**config.mk**
```make
export PLATFORM = sky130hd
export DESIGN_NAME = wrapped_encoder_velocity_estimator
export DESIGN_NICKNAME = d
export VERILOG_FILES = /design/src/sv/wevest_pkg.sv /design/src/sv/wrapped_encoder_velocity_estimator.sv /design/src/sv/wevest_front.sv /design/src/sv/wevest_queue.sv /design/src/sv/wevest_back.sv
export SDC_FILE = /design/constraint.sdc
export NUM_CORES = 2
export LEC_CHECK = 0
export ABC_AREA = 1
export BUFFER_PORTS_ARGS = -buffer_cell sky130_fd_sc_hd__buf_2
export CORE_UTILIZATION = 30
export CTS_BUF_LIST = sky130_fd_sc_hd__clkbuf_16
export DETAILED_ROUTE_END_ITERATION = 8
export GPL_TIMING_DRIVEN = 1
export PLACE_DENSITY = 0.43
export SLEW_MARGIN = 20
export SYNTH_ARGS = -nofsm -noshare
export SYNTH_HDL_FRONTEND = slang
export SYNTH_SLANG_ARGS = --single-unit
```
**constraint.sdc**
```tcl
create_clock -name clk -period 11.9 [get_ports clk]
set_input_delay 0.595 -clock clk [delete_from_list [all_inputs] [get_ports clk]]
set_output_delay 0.595 -clock clk [all_outputs]
set_load 0.1 [all_outputs]
```
**src/sv/wevest_pkg.sv**
```systemverilog
package wevest_pkg;

  // Counter geometry; the modulus is a power of two
  localparam int CountModulus = 16384;
  localparam int CountBits    = 16;
  localparam int ModBits      = $clog2(CountModulus);
  localparam int StepW        = CountBits + 2;

  // Field widths
  localparam int VelW      = 17;
  localparam int PosW      = 32;
  localparam int AccW      = 18;
  localparam int ErrW      = 17;
  localparam int GainW     = 15;
  localparam int IntervalW = 8;
  localparam int LimitW    = 16;
  localparam int AccumW    = 32;

  localparam int FilterShift = 15;
  localparam int NudgeShift  = 3;

  // Configuration port
  localparam int CfgDataW  = 16;
  localparam int CfgIndexW = 2;

  localparam logic [CfgIndexW-1:0] RegDecimation = CfgIndexW'(0);
  localparam logic [CfgIndexW-1:0] RegReverseLim = CfgIndexW'(1);
  localparam logic [CfgIndexW-1:0] RegForwardLim = CfgIndexW'(2);
  localparam logic [CfgIndexW-1:0] RegFilterGain = CfgIndexW'(3);

  localparam logic [IntervalW-1:0] DecimationReset = IntervalW'(10);
  localparam logic [LimitW-1:0]    ReverseReset    = LimitW'(4096);
  localparam logic [LimitW-1:0]    ForwardReset    = LimitW'(4096);
  localparam logic [GainW-1:0]     GainReset       = GainW'(8);

  localparam int QueueDepth = 2;

  typedef logic signed [StepW-1:0] wide_t;

  // One classified sample on its way from front to back
  typedef struct packed {
    logic [CountBits-1:0] count;
    logic                 update;
    logic                 seed;
  } word_t;

  // Bring a count difference back within half the modulus
  function automatic wide_t wrap_fix(input wide_t d);
    wide_t half;
    wide_t modw;
    wide_t r;
    half = StepW'(CountModulus / 2);
    modw = StepW'(CountModulus);
    r = d;
    if (r > half) r = r - modw;
    if (r < -half) r = r + modw;
    return r;
  endfunction

endpackage

```
**src/sv/wrapped_encoder_velocity_estimator.sv**
```systemverilog
// Velocity, position and acceleration estimator for a wrapping encoder
// counter. Each input word is one sample of the raw counter (modulus
// 16384) and yields exactly one result word. The first sample after reset
// seeds the last count and the unwrapped position. Every
// decimation_interval samples the block takes the wrap-corrected count
// step, replaces a step beyond the reverse or forward limit by the previous
// velocity, advances the 32-bit position, forms acceleration as the
// velocity change and low-pass filters it (gain / 2^15, 32-bit wrapping
// accumulator), then nudges the position one count toward the raw counter when
// the error is negative or at least 8. Samples that make no update return the
// held state with updated low and position_error zero. Timing: a front stage
// classifies samples at one word per cycle into a two-word queue while it is
// not full; an updating sample passes through the back end's sequencer (step,
// limit, advance, multiply, accumulate), and the back end takes no new sample
// until it is through, as the single gain multiplier and the state each update
// hands to the next keep it serial. Results sit in an output register, so the
// front keeps taking words while a result waits until the two-word queue
// fills. Write configuration only while the block is idle.
module wrapped_encoder_velocity_estimator (
  input  logic                                 clk,
  input  logic                                 rst,
  // Sample input
  input  logic                                 in_valid,
  output logic                                 in_stall,
  input  logic [wevest_pkg::CountBits-1:0]     position_count,
  // Result output
  output logic                                 out_valid,
  input  logic                                 out_stall,
  output logic                                 updated,
  output logic signed [wevest_pkg::VelW-1:0]   velocity,
  output logic signed [wevest_pkg::PosW-1:0]   position,
  output logic signed [wevest_pkg::AccW-1:0]   acceleration,
  output logic signed [wevest_pkg::AccW-1:0]   accel_filtered,
  output logic signed [wevest_pkg::ErrW-1:0]   position_error,
  // Configuration writes
  input  logic                                 cfg_write,
  input  logic [wevest_pkg::CfgIndexW-1:0]     cfg_index,
  input  logic [wevest_pkg::CfgDataW-1:0]      cfg_data
);
  import wevest_pkg::*;

  // Configuration registers
  logic [IntervalW-1:0] decimation_interval;
  logic [LimitW-1:0]    reverse_speed_limit;
  logic [LimitW-1:0]    forward_speed_limit;
  logic [GainW-1:0]     accel_filter_gain;

  logic  queue_full;
  logic  push;
  word_t push_word;
  logic  pop;
  logic  head_valid;
  word_t head;

  // Decode writes; narrower registers keep the low bits of the word
  always_ff @(posedge clk) begin
    if (rst) begin
      decimation_interval <= DecimationReset;
      reverse_speed_limit <= ReverseReset;
      forward_speed_limit <= ForwardReset;
      accel_filter_gain   <= GainReset;
    end else if (cfg_write) begin
      unique case (cfg_index)
        RegDecimation: decimation_interval <= cfg_data[IntervalW-1:0];
        RegReverseLim: reverse_speed_limit <= cfg_data[LimitW-1:0];
        RegForwardLim: forward_speed_limit <= cfg_data[LimitW-1:0];
        RegFilterGain: accel_filter_gain   <= cfg_data[GainW-1:0];
        default: ;
      endcase
    end
  end

  // Seed detection and decimation counting
  wevest_front u_front (
    .clk                 (clk),
    .rst                 (rst),
    .in_valid            (in_valid),
    .in_stall            (in_stall),
    .position_count      (position_count),
    .decimation_interval (decimation_interval),
    .queue_full          (queue_full),
    .push                (push),
    .push_word           (push_word)
  );

  // Decouple the one-per-cycle front (till full) from the multi-cycle back end
  wevest_queue u_queue (
    .clk        (clk),
    .rst        (rst),
    .push       (push),
    .push_word  (push_word),
    .pop        (pop),
    .full       (queue_full),
    .head_valid (head_valid),
    .head       (head)
  );

  // Estimator state, update sequencer and output register
  wevest_back u_back (
    .clk                 (clk),
    .rst                 (rst),
    .head_valid          (head_valid),
    .head                (head),
    .pop                 (pop),
    .reverse_speed_limit (reverse_speed_limit),
    .forward_speed_limit (forward_speed_limit),
    .accel_filter_gain   (accel_filter_gain),
    .out_valid           (out_valid),
    .out_stall           (out_stall),
    .updated             (updated),
    .velocity            (velocity),
    .position            (position),
    .acceleration        (acceleration),
    .accel_filtered      (accel_filtered),
    .position_error      (position_error)
  );

endmodule

```
**src/sv/wevest_front.sv**
```systemverilog
module wevest_front (
  input  logic                                clk,
  input  logic                                rst,
  input  logic                                in_valid,
  output logic                                in_stall,
  input  logic [wevest_pkg::CountBits-1:0]    position_count,
  input  logic [wevest_pkg::IntervalW-1:0]    decimation_interval,
  input  logic                                queue_full,
  output logic                                push,
  output wevest_pkg::word_t                   push_word
);
  import wevest_pkg::*;

  logic                 seeded;
  logic [IntervalW-1:0] sample_counter;
  logic [IntervalW-1:0] sample_counter_next;
  logic                 accept;

  assign in_stall            = queue_full;
  assign accept              = in_valid && !queue_full;
  assign sample_counter_next = IntervalW'(sample_counter + 1'b1);

  assign push             = accept;
  assign push_word.count  = position_count;
  assign push_word.update = sample_counter_next >= decimation_interval;
  assign push_word.seed   = !seeded;

  always_ff @(posedge clk) begin
    if (rst) begin
      seeded         <= 1'b0;
      sample_counter <= '0;
    end else if (accept) begin
      seeded         <= 1'b1;
      sample_counter <= push_word.update ? '0 : sample_counter_next;
    end
  end

endmodule

```
**src/sv/wevest_queue.sv**
```systemverilog
module wevest_queue (
  input  logic              clk,
  input  logic              rst,
  input  logic              push,
  input  wevest_pkg::word_t push_word,
  input  logic              pop,
  output logic              full,
  output logic              head_valid,
  output wevest_pkg::word_t head
);
  import wevest_pkg::*;

  localparam int PtrW  = (QueueDepth > 1) ? $clog2(QueueDepth) : 1;
  localparam int FillW = $clog2(QueueDepth + 1);

  word_t           slots [QueueDepth];
  logic [PtrW-1:0] wr_ptr;
  logic [PtrW-1:0] rd_ptr;
  logic [FillW-1:0] fill;

  assign full       = fill == FillW'(QueueDepth);
  assign head_valid = fill != '0;
  assign head       = slots[rd_ptr];

  always_ff @(posedge clk) begin
    if (push) begin
      slots[wr_ptr] <= push_word;
    end
  end

  always_ff @(posedge clk) begin
    if (rst) begin
      wr_ptr <= '0;
      rd_ptr <= '0;
      fill   <= '0;
    end else begin
      if (push) begin
        wr_ptr <= (wr_ptr == PtrW'(QueueDepth - 1)) ? '0 : PtrW'(wr_ptr + 1'b1);
      end
      if (pop) begin
        rd_ptr <= (rd_ptr == PtrW'(QueueDepth - 1)) ? '0 : PtrW'(rd_ptr + 1'b1);
      end
      case ({push, pop})
        2'b10:   fill <= FillW'(fill + 1'b1);
        2'b01:   fill <= FillW'(fill - 1'b1);
        default: fill <= fill;
      endcase
    end
  end

endmodule

```
**src/sv/wevest_back.sv**
```systemverilog
module wevest_back (
  input  logic                                    clk,
  input  logic                                    rst,
  input  logic                                    head_valid,
  input  wevest_pkg::word_t                       head,
  output logic                                    pop,
  input  logic [wevest_pkg::LimitW-1:0]           reverse_speed_limit,
  input  logic [wevest_pkg::LimitW-1:0]           forward_speed_limit,
  input  logic [wevest_pkg::GainW-1:0]            accel_filter_gain,
  output logic                                    out_valid,
  input  logic                                    out_stall,
  output logic                                    updated,
  output logic signed [wevest_pkg::VelW-1:0]      velocity,
  output logic signed [wevest_pkg::PosW-1:0]      position,
  output logic signed [wevest_pkg::AccW-1:0]      acceleration,
  output logic signed [wevest_pkg::AccW-1:0]      accel_filtered,
  output logic signed [wevest_pkg::ErrW-1:0]      position_error
);
  import wevest_pkg::*;

  typedef enum logic [2:0] {Idle, Limit, Advance, Multiply, Finish} state_t;

  localparam wide_t VelMax   = StepW'((2 ** (VelW - 1)) - 1);
  localparam wide_t VelMin   = -StepW'(2 ** (VelW - 1));
  localparam wide_t ModWide  = StepW'(CountModulus);
  localparam wide_t NudgeThr = StepW'(2 ** NudgeShift);
  localparam int    ProdW    = AccW + GainW + 2;

  state_t state;

  // Held estimator state
  logic [CountBits-1:0]     last_count;
  logic signed [VelW-1:0]   last_velocity;
  logic [PosW-1:0]          unwrapped;
  logic signed [AccW-1:0]   last_accel;
  logic [AccumW-1:0]        accum;
  logic signed [AccW-1:0]   filter_out;

  // Working registers of the update sequence
  word_t                    cur;
  wide_t                    delta;
  logic [PosW-1:0]          pos_base;
  logic signed [VelW-1:0]   step;
  logic signed [AccW-1:0]   accel;
  logic signed [AccW:0]     diff;
  logic [PosW-1:0]          pos_sum;
  logic [AccumW-1:0]        prod;
  wide_t                    perr;

  logic                     slot_free;
  logic                     out_load;
  logic [CountBits-1:0]     lc_base;
  wide_t                    raw;
  wide_t                    lv_wide;
  wide_t                    d1;
  wide_t                    d2;
  wide_t                    d_sat;
  logic signed [AccW-1:0]   accel_next;
  logic signed [ProdW-1:0]  full_prod;
  logic [ModBits-1:0]       pos_low;
  wide_t                    rem;
  logic [AccumW-1:0]        accum_next;
  logic signed [AccumW-1:0] accum_shift;
  logic [PosW-1:0]          pos_final;

  assign slot_free = !out_valid || !out_stall;
  assign pop       = (state == Idle) && head_valid && (head.update || slot_free);

  // Load the output register with a held-state word or a finished update
  assign out_load = ((state == Idle) && pop && !head.update) ||
                    ((state == Finish) && slot_free);

  // Count step against the last update, seeding on the first word
  assign lc_base = head.seed ? head.count : last_count;
  assign raw     = $signed({2'b00, head.count}) - $signed({2'b00, lc_base});

  // Reject implausible steps, reverse test first, then clamp
  assign lv_wide = StepW'(last_velocity);
  assign d1 = (delta < -$signed({2'b00, reverse_speed_limit})) ? lv_wide : delta;
  assign d2 = (d1 > $signed({2'b00, forward_speed_limit})) ? lv_wide : d1;
  always_comb begin
    d_sat = d2;
    if (d2 > VelMax) d_sat = VelMax;
    if (d2 < VelMin) d_sat = VelMin;
  end

  assign accel_next = AccW'(step) - AccW'(last_velocity);
  assign full_prod  = diff * $signed({1'b0, accel_filter_gain});

  // Truncating remainder of the position by the power-of-two modulus
  assign pos_low = pos_sum[ModBits-1:0];
  assign rem = (pos_sum[PosW-1] && (pos_low != '0)) ?
               $signed(StepW'(pos_low)) - ModWide : $signed(StepW'(pos_low));

  assign accum_next  = accum + prod;
  assign accum_shift = $signed(accum_next) >>> FilterShift;

  always_comb begin
    pos_final = pos_sum;
    if (perr >= NudgeThr) begin
      pos_final = pos_sum - 1'b1;
    end else if (perr < 0) begin
      pos_final = pos_sum + 1'b1;
    end
  end

  assign velocity       = last_velocity;
  assign position       = unwrapped;
  assign acceleration   = last_accel;
  assign accel_filtered = filter_out;

  always_ff @(posedge clk) begin
    if (rst) begin
      state         <= Idle;
      out_valid     <= 1'b0;
      last_count    <= '0;
      last_velocity <= '0;
      unwrapped     <= '0;
      last_accel    <= '0;
      accum         <= '0;
      filter_out    <= '0;
    end else begin
      if (out_load) begin
        out_valid <= 1'b1;
      end else if (out_valid && !out_stall) begin
        out_valid <= 1'b0;
      end
      unique case (state)
        Idle: begin
          if (pop) begin
            if (head.update) begin
              cur      <= head;
              delta    <= wrap_fix(raw);
              pos_base <= head.seed ? PosW'(head.count) : unwrapped;
              state    <= Limit;
            end else begin
              updated        <= 1'b0;
              position_error <= '0;
              if (head.seed) begin
                last_count <= head.count;
                unwrapped  <= PosW'(head.count);
              end
            end
          end
        end
        Limit: begin
          step  <= d_sat[VelW-1:0];
          state <= Advance;
        end
        Advance: begin
          accel   <= accel_next;
          diff    <= (AccW + 1)'(accel_next) - (AccW + 1)'(filter_out);
          pos_sum <= pos_base + PosW'(step);
          state   <= Multiply;
        end
        Multiply: begin
          prod  <= full_prod[AccumW-1:0];
          perr  <= wrap_fix(rem - $signed({2'b00, cur.count}));
          state <= Finish;
        end
        Finish: begin
          if (slot_free) begin
            last_count     <= cur.count;
            last_velocity  <= step;
            last_accel     <= accel;
            unwrapped      <= pos_final;
            accum          <= accum_next;
            filter_out     <= accum_shift[AccW-1:0];
            updated        <= 1'b1;
            position_error <= perr[ErrW-1:0];
            state          <= Idle;
          end
        end
        default: state <= Idle;
      endcase
    end
  end

endmodule

```
==> flow_summary.html <==
<table>
<tr><th>Metric</th><th>Value</th></tr>
<tr><th colspan="2">Layout</th></tr>
<tr><td>Most frequent cells in the layout</td><td>nand2_1, inv_1, nor2_1</td></tr>
<tr><td>Post-synthesis to final-layout area growth</td><td>11.0%</td></tr>
<tr><td>Fill cells</td><td>between 10000 and 15000</td></tr>
<tr><td>Total Nets Final</td><td>between 5000 and 6000</td></tr>
<tr><td>Total area of multi-input combinational cells</td><td>around 21000 um2</td></tr>
<tr><td>Area taken by flip-flops and latches</td><td>between 10000 and 15000 um2</td></tr>
<tr><td>Most common cell after layout, fill and taps aside</td><td>nand2_1</td></tr>
<tr><td>Total non-filler cell area in the finished layout</td><td>just over 40000 um2</td></tr>
<tr><td>Fraction of layout instances using a drive strength above 1</td><td>0.0660</td></tr>
<tr><th colspan="2">Synth</th></tr>
<tr><td>Number of flops mapped to enable cells by yosys</td><td>roughly 260</td></tr>
<tr><td>Share of flip-flops with an asynchronous set or reset</td><td>0</td></tr>
<tr><td>Largest cells by area after synthesis</td><td>edfxtp_1, fa_1, nand2_1</td></tr>
<tr><td>Count of cell types in the netlist</td><td>64</td></tr>
<tr><td>Synth Warn #</td><td>0</td></tr>
<tr><td>Register bit count reported by yosys</td><td>~440</td></tr>
<tr><td>Area share of the leading cell type in the synthesized netlist</td><td>0.211</td></tr>
<tr><td>Netlist Area Pre-Place</td><td>between 30000 and 40000 um2</td></tr>
<tr><td>Cells after Synth</td><td>4533</td></tr>
<tr><td>Ys flop type</td><td>edfxtp_1</td></tr>
<tr><td>Fraction of the yosys area taken by sequential cells</td><td>0.314</td></tr>
<tr><td>Leading area contributor after synthesis</td><td>edfxtp_1</td></tr>
<tr><td>Post-synth net total</td><td>roughly 5000</td></tr>
<tr><td>Synthesized area divided by synthesized cell count</td><td>~8 um2</td></tr>
<tr><th colspan="2">STA</th></tr>
<tr><td>Worst hold-check slack</td><td>~120 ps</td></tr>
<tr><td>Number of pins with negative max-slew slack in the final report</td><td>0</td></tr>
<tr><td>Worst Tran Pin Value</td><td>roughly 1000 ps</td></tr>
<tr><td>Fraction of the cycle the final worst path needs</td><td>0.556</td></tr>
<tr><td>Setup repair after global routing missed its margin</td><td>false</td></tr>
<tr><td>Final count of negative-setup-slack endpoints</td><td>0</td></tr>
<tr><td>Headroom to the max-slew limit</td><td>0.315</td></tr>
<tr><td>Minimum period implied by the final worst setup slack</td><td>roughly 6600 ps</td></tr>
<tr><td>Setup slack of the critical path after layout</td><td>around 5300 ps</td></tr>
<tr><td>Highest clock rate</td><td>between 150 and 200 MHz</td></tr>
<tr><td>Post-route clock skew</td><td>between 50 and 60 ps</td></tr>
<tr><td>Final Hold Vio Count</td><td>0</td></tr>
<tr><td>Setup TNS after final layout</td><td>0 ps</td></tr>
<tr><th colspan="2">Power and ir drop</th></tr>
<tr><td>Internal Pwr Total</td><td>about 4.5 mW</td></tr>
<tr><td>Leakage power total</td><td>slightly below 20 nW</td></tr>
<tr><td>Cell Pwr Density</td><td>209 nW/um2</td></tr>
<tr><td>Clock network fraction of design power</td><td>0.197</td></tr>
<tr><td>Relative contribution of sequential cells to total power</td><td>0.271</td></tr>
<tr><td>IR drop worst, VDD</td><td>~0.24 mV</td></tr>
<tr><td>Combinational Power Share</td><td>0.533</td></tr>
<tr><td>Switching power</td><td>~4 mW</td></tr>
<tr><td>Total Power</td><td>8.48 mW</td></tr>
<tr><td>Switching share of total power</td><td>0.469</td></tr>
<tr><th colspan="2">Critical path</th></tr>
<tr><td>Worst Path Buf+Inv</td><td>5</td></tr>
<tr><td>Largest fanout on the critical path</td><td>15</td></tr>
<tr><td>Reg-to-reg endpoint</td><td>u_back.prod[29]</td></tr>
<tr><td>Worst path required time</td><td>12270 ps</td></tr>
<tr><td>Launching point of the worst reg2reg path</td><td>u_back.diff[7]</td></tr>
<tr><td>Worst Reg2Reg Path Length in Cells</td><td>22</td></tr>
<tr><td>Most frequent CP cell</td><td>fa_1</td></tr>
<tr><td>Cell-by-cell listing of the critical path</td><td>nand2_1 -&gt; fa_1 -&gt; inv_1 -&gt; fa_1 -&gt; inv_1 -&gt; fa_1 -&gt; inv_1 -&gt; fa_1 -&gt; inv_1 -&gt; fa_1 -&gt; inv_1 -&gt; fa_1 -&gt; ha_1 -&gt; nand2_1 -&gt; o21a_1 -&gt; o21bai_1 -&gt; a21oi_1 -&gt; o21ai_0 -&gt; nand3_1 -&gt; o21bai_1 -&gt; a21oi_1 -&gt; xor2_1</td></tr>
<tr><td>Highest cell delay on the worst timing path</td><td>~830 ps</td></tr>
<tr><td>Worst setup path endpoint</td><td>u_back.prod[29]</td></tr>
<tr><td>R2r setup slk</td><td>5280 ps</td></tr>
<tr><td>Logic depth of the worst setup path including buffers</td><td>22</td></tr>
<tr><td>Startpoint class of the critical path</td><td>flip-flop</td></tr>
<tr><td>CP max stage cell</td><td>edfxtp_1</td></tr>
<tr><td>Kind of capture point of the worst setup path</td><td>flip-flop</td></tr>
<tr><td>CP Class</td><td>reg -&gt; reg</td></tr>
<tr><td>Launching element of the worst setup path</td><td>u_back.diff[7]</td></tr>
<tr><td>Arrival time at the worst endpoint</td><td>between 6000 and 7000 ps</td></tr>
<tr><td>Family of cells with the greatest summed delay on the critical path</td><td>adder cells</td></tr>
<tr><th colspan="2">Run status</th></tr>
<tr><td>Status</td><td>finished, final reports clean</td></tr>
<tr><th colspan="2">Detailed routing</th></tr>
<tr><td>Routed wire length</td><td>between 100000 and 150000 um</td></tr>
<tr><td>Number of search-and-repair iterations in the first detailed-routing pass</td><td>5</td></tr>
<tr><td>Routed vias</td><td>approximately 29000</td></tr>
<tr><td>Wire length per cell</td><td>~18 um</td></tr>
<tr><td>Remaining number of nets flagged by the antenna check after routing</td><td>0</td></tr>
<tr><td>Number of vias per cell</td><td>4.63</td></tr>
<tr><td>Initial DRC Count</td><td>about 2200</td></tr>
<tr><td>DRC violations left</td><td>0</td></tr>
<tr><th colspan="2">Clock network</th></tr>
<tr><td>Max Root-Sink Buffers</td><td>3</td></tr>
<tr><td>CTS H-tree lvls</td><td>2</td></tr>
<tr><td>Post-CTS repair timing setup buffer count</td><td>0</td></tr>
<tr><td>Clock transition time at the flip-flop clock pins of the worst setup and hold paths</td><td>roughly 60 ps</td></tr>
<tr><td>Resize count post-CTS</td><td>0</td></tr>
<tr><td>Clock net sink count</td><td>about 440</td></tr>
<tr><td>Insertion delay of the later-clocked pin in the worst-skew pair</td><td>approximately 670 ps</td></tr>
<tr><td>Root cell of the clock tree</td><td>clkbuf_16</td></tr>
<tr><td>Number of hold buffers added after CTS</td><td>0</td></tr>
<tr><td>CTS buffer count</td><td>between 50 and 60</td></tr>
<tr><td>Clock tree from TritonCTS</td><td>yes</td></tr>
<tr><th colspan="2">Floorplanning</th></tr>
<tr><td>Number of placement rows</td><td>127</td></tr>
<tr><td>Initial Util</td><td>0.303</td></tr>
<tr><td>Height of the die</td><td>approximately 350 um</td></tr>
<tr><td>Total die area</td><td>roughly 120000 um2</td></tr>
<tr><td>Area inside the core boundary</td><td>between 100000 and 150000 um2</td></tr>
<tr><td>Horiz. Die Dim</td><td>approximately 350 um</td></tr>
<tr><td># IOs</td><td>144</td></tr>
<tr><th colspan="2">Global routing</th></tr>
<tr><td>First-pass GRT wire length</td><td>176000 um</td></tr>
<tr><td>Via count of the first global-routing pass</td><td>~29000</td></tr>
<tr><td>Total GRT Usage</td><td>0.188</td></tr>
<tr><td>Total global routing overflow</td><td>0</td></tr>
<tr><td>Initial antenna violation count</td><td>3</td></tr>
<tr><td>Pin count of the biggest net entering global routing</td><td>82</td></tr>
<tr><th colspan="2">Placement</th></tr>
<tr><td>Instance area at placement</td><td>approximately 39000 um2</td></tr>
<tr><td>Number of input and output port buffers inserted</td><td>roughly 140</td></tr>
<tr><td>DP Wirelength</td><td>between 90000 and 100000 um</td></tr>
<tr><td>Post-Place Worst Slack</td><td>around 5300 ps</td></tr>
<tr><td>Placer Congestion</td><td>between 0.8 and 0.9</td></tr>
<tr><th colspan="2">Run</th></tr>
<tr><td>Max Cap Violations</td><td>0</td></tr>
<tr><th colspan="2">Hold path</th></tr>
<tr><td>Type of the tightest min-delay check</td><td>in -&gt; reg</td></tr>
</table>
-- kinds of logic after synthesis --
logic type / count (synthesis) / synth area share
and+or+nand+nor: 1600 / 0.179
buffers and inverters: 1032 / 0.109
AOI/OAI and AO/OA: 739 / 0.114
adders and majority gates: 535 / 0.239
DFF: 444 / 0.314
xor gates and xnor gates: 182 / 0.0437
muxes: 1 / 0.000275
-- sequential cells by signal, summed over array words and instances, names as in the netlist, 17 cells and up, named ones only --
| register | cells |
|---|---|
| u_back.acceleration | 18 |
| u_back.pos_base | 32 |
| u_back.velocity | 17 |
| u_back.perr | 18 |
| u_back.position_error | 17 |
| u_back.step | 17 |
| u_back.diff | 19 |
| u_back.accel_filtered | 17 |
| u_queue.slots | 36 |
| u_back.pos_sum | 32 |
| u_back.accel | 18 |
| u_back.position | 32 |
| u_back.delta | 18 |
| u_back.prod | 32 |
-- layer usage --
metal / part of all wire / GRT usage / wire [um] / vias to the layer above
met3: 0.045 / 0.0210 / 5180 / 93
met5: 0 / 0 / 0 / -
met4: 0.016 / 0.0361 / 1820 / 0
met1: 0.53 / 0.292 / 60800 / 13800
li1: - / - / - / 14500
met2: 0.41 / 0.278 / 47600 / 597
-- power groups by stage --
stage               clock [mW]  sequential (mW)  combinational (mW)
global placement             0             2.33                4.55
detailed placement           0             2.33                4.54
CTS                       1.72             2.30                4.57
finish                    1.67             2.30                4.51
global route              1.78             2.32                5.17
floorplan                    0             2.45                3.17
-- Yosys cell counts (8+ instances only) --
| cell | n |
|---|---|
| edfxtp_1 | 256 |
| xnor2_1 | 59 |
| fa_1 | 271 |
| a21oi_1 | 286 |
| nand2_1 | 1015 |
| buf_2 | 15 |
| a21o_1 | 10 |
| a31oi_1 | 32 |
| inv_2 | 8 |
| nor4_1 | 11 |
| clkbuf_1 | 111 |
| nand3_1 | 123 |
| o21ai_0 | 271 |
| buf_4 | 21 |
| nor3_1 | 41 |
| nor2_1 | 323 |
| o221ai_1 | 9 |
| nand2_2 | 13 |
| o21bai_1 | 25 |
| o21a_1 | 25 |
| buf_1 | 10 |
| dfxtp_1 | 188 |
| nand4_1 | 43 |
| xor2_1 | 123 |
| ha_1 | 264 |
| inv_1 | 865 |
| o211ai_1 | 23 |
-- how the worst min path moves through the flow --
| stage | from | end | slack, ps | cells after the start |
|---|---|---|---|---|
| after floorplan | decimation_interval[2] | decimation_interval[2] | 440 | 2 |
| after global placement | u_queue.rd_ptr | flip-flop | 450 | 2 |
| after detailed placement | forward_speed_limit[9] | forward_speed_limit[9] | 460 | 2 |
| after CTS | position_count[13] | u_queue.slots[1][15] | 60 | 1 |
| after global routing | position_count[13] | u_queue.slots[0][15] | 80 | 1 |
| final | position_count[13] | u_queue.slots[1][15] | 120 | 1 |
-- final cells by class --
| class | instances | area share |
|---|---|---|
| timing repair buffer | 163 | 0.0214 |
| tap | 1612 | 0.0498 |
| multi-input combinational | 3057 | 0.521 |
| inverter | 874 | 0.0811 |
| clock inverter | 46 | 0.00996 |
| antenna | 1 | 0.0000618 |
| clock buffer | 55 | 0.0340 |
| sequential | 444 | 0.283 |
-- per-stage QoR --
| step | utilization | cells |
|---|---|---|
| 6_report | 0.337 | 6252 |
| 5_1_grt | 0.337 | 6251 |
| 4_1_cts | 0.337 | 6251 |
| 3_5_place_dp | 0.322 | 6150 |
| 3_3_place_gp | 0.322 | 6150 |
| 2_1_floorplan | - | 4533 |
Power figures use the tool's default switching activity.
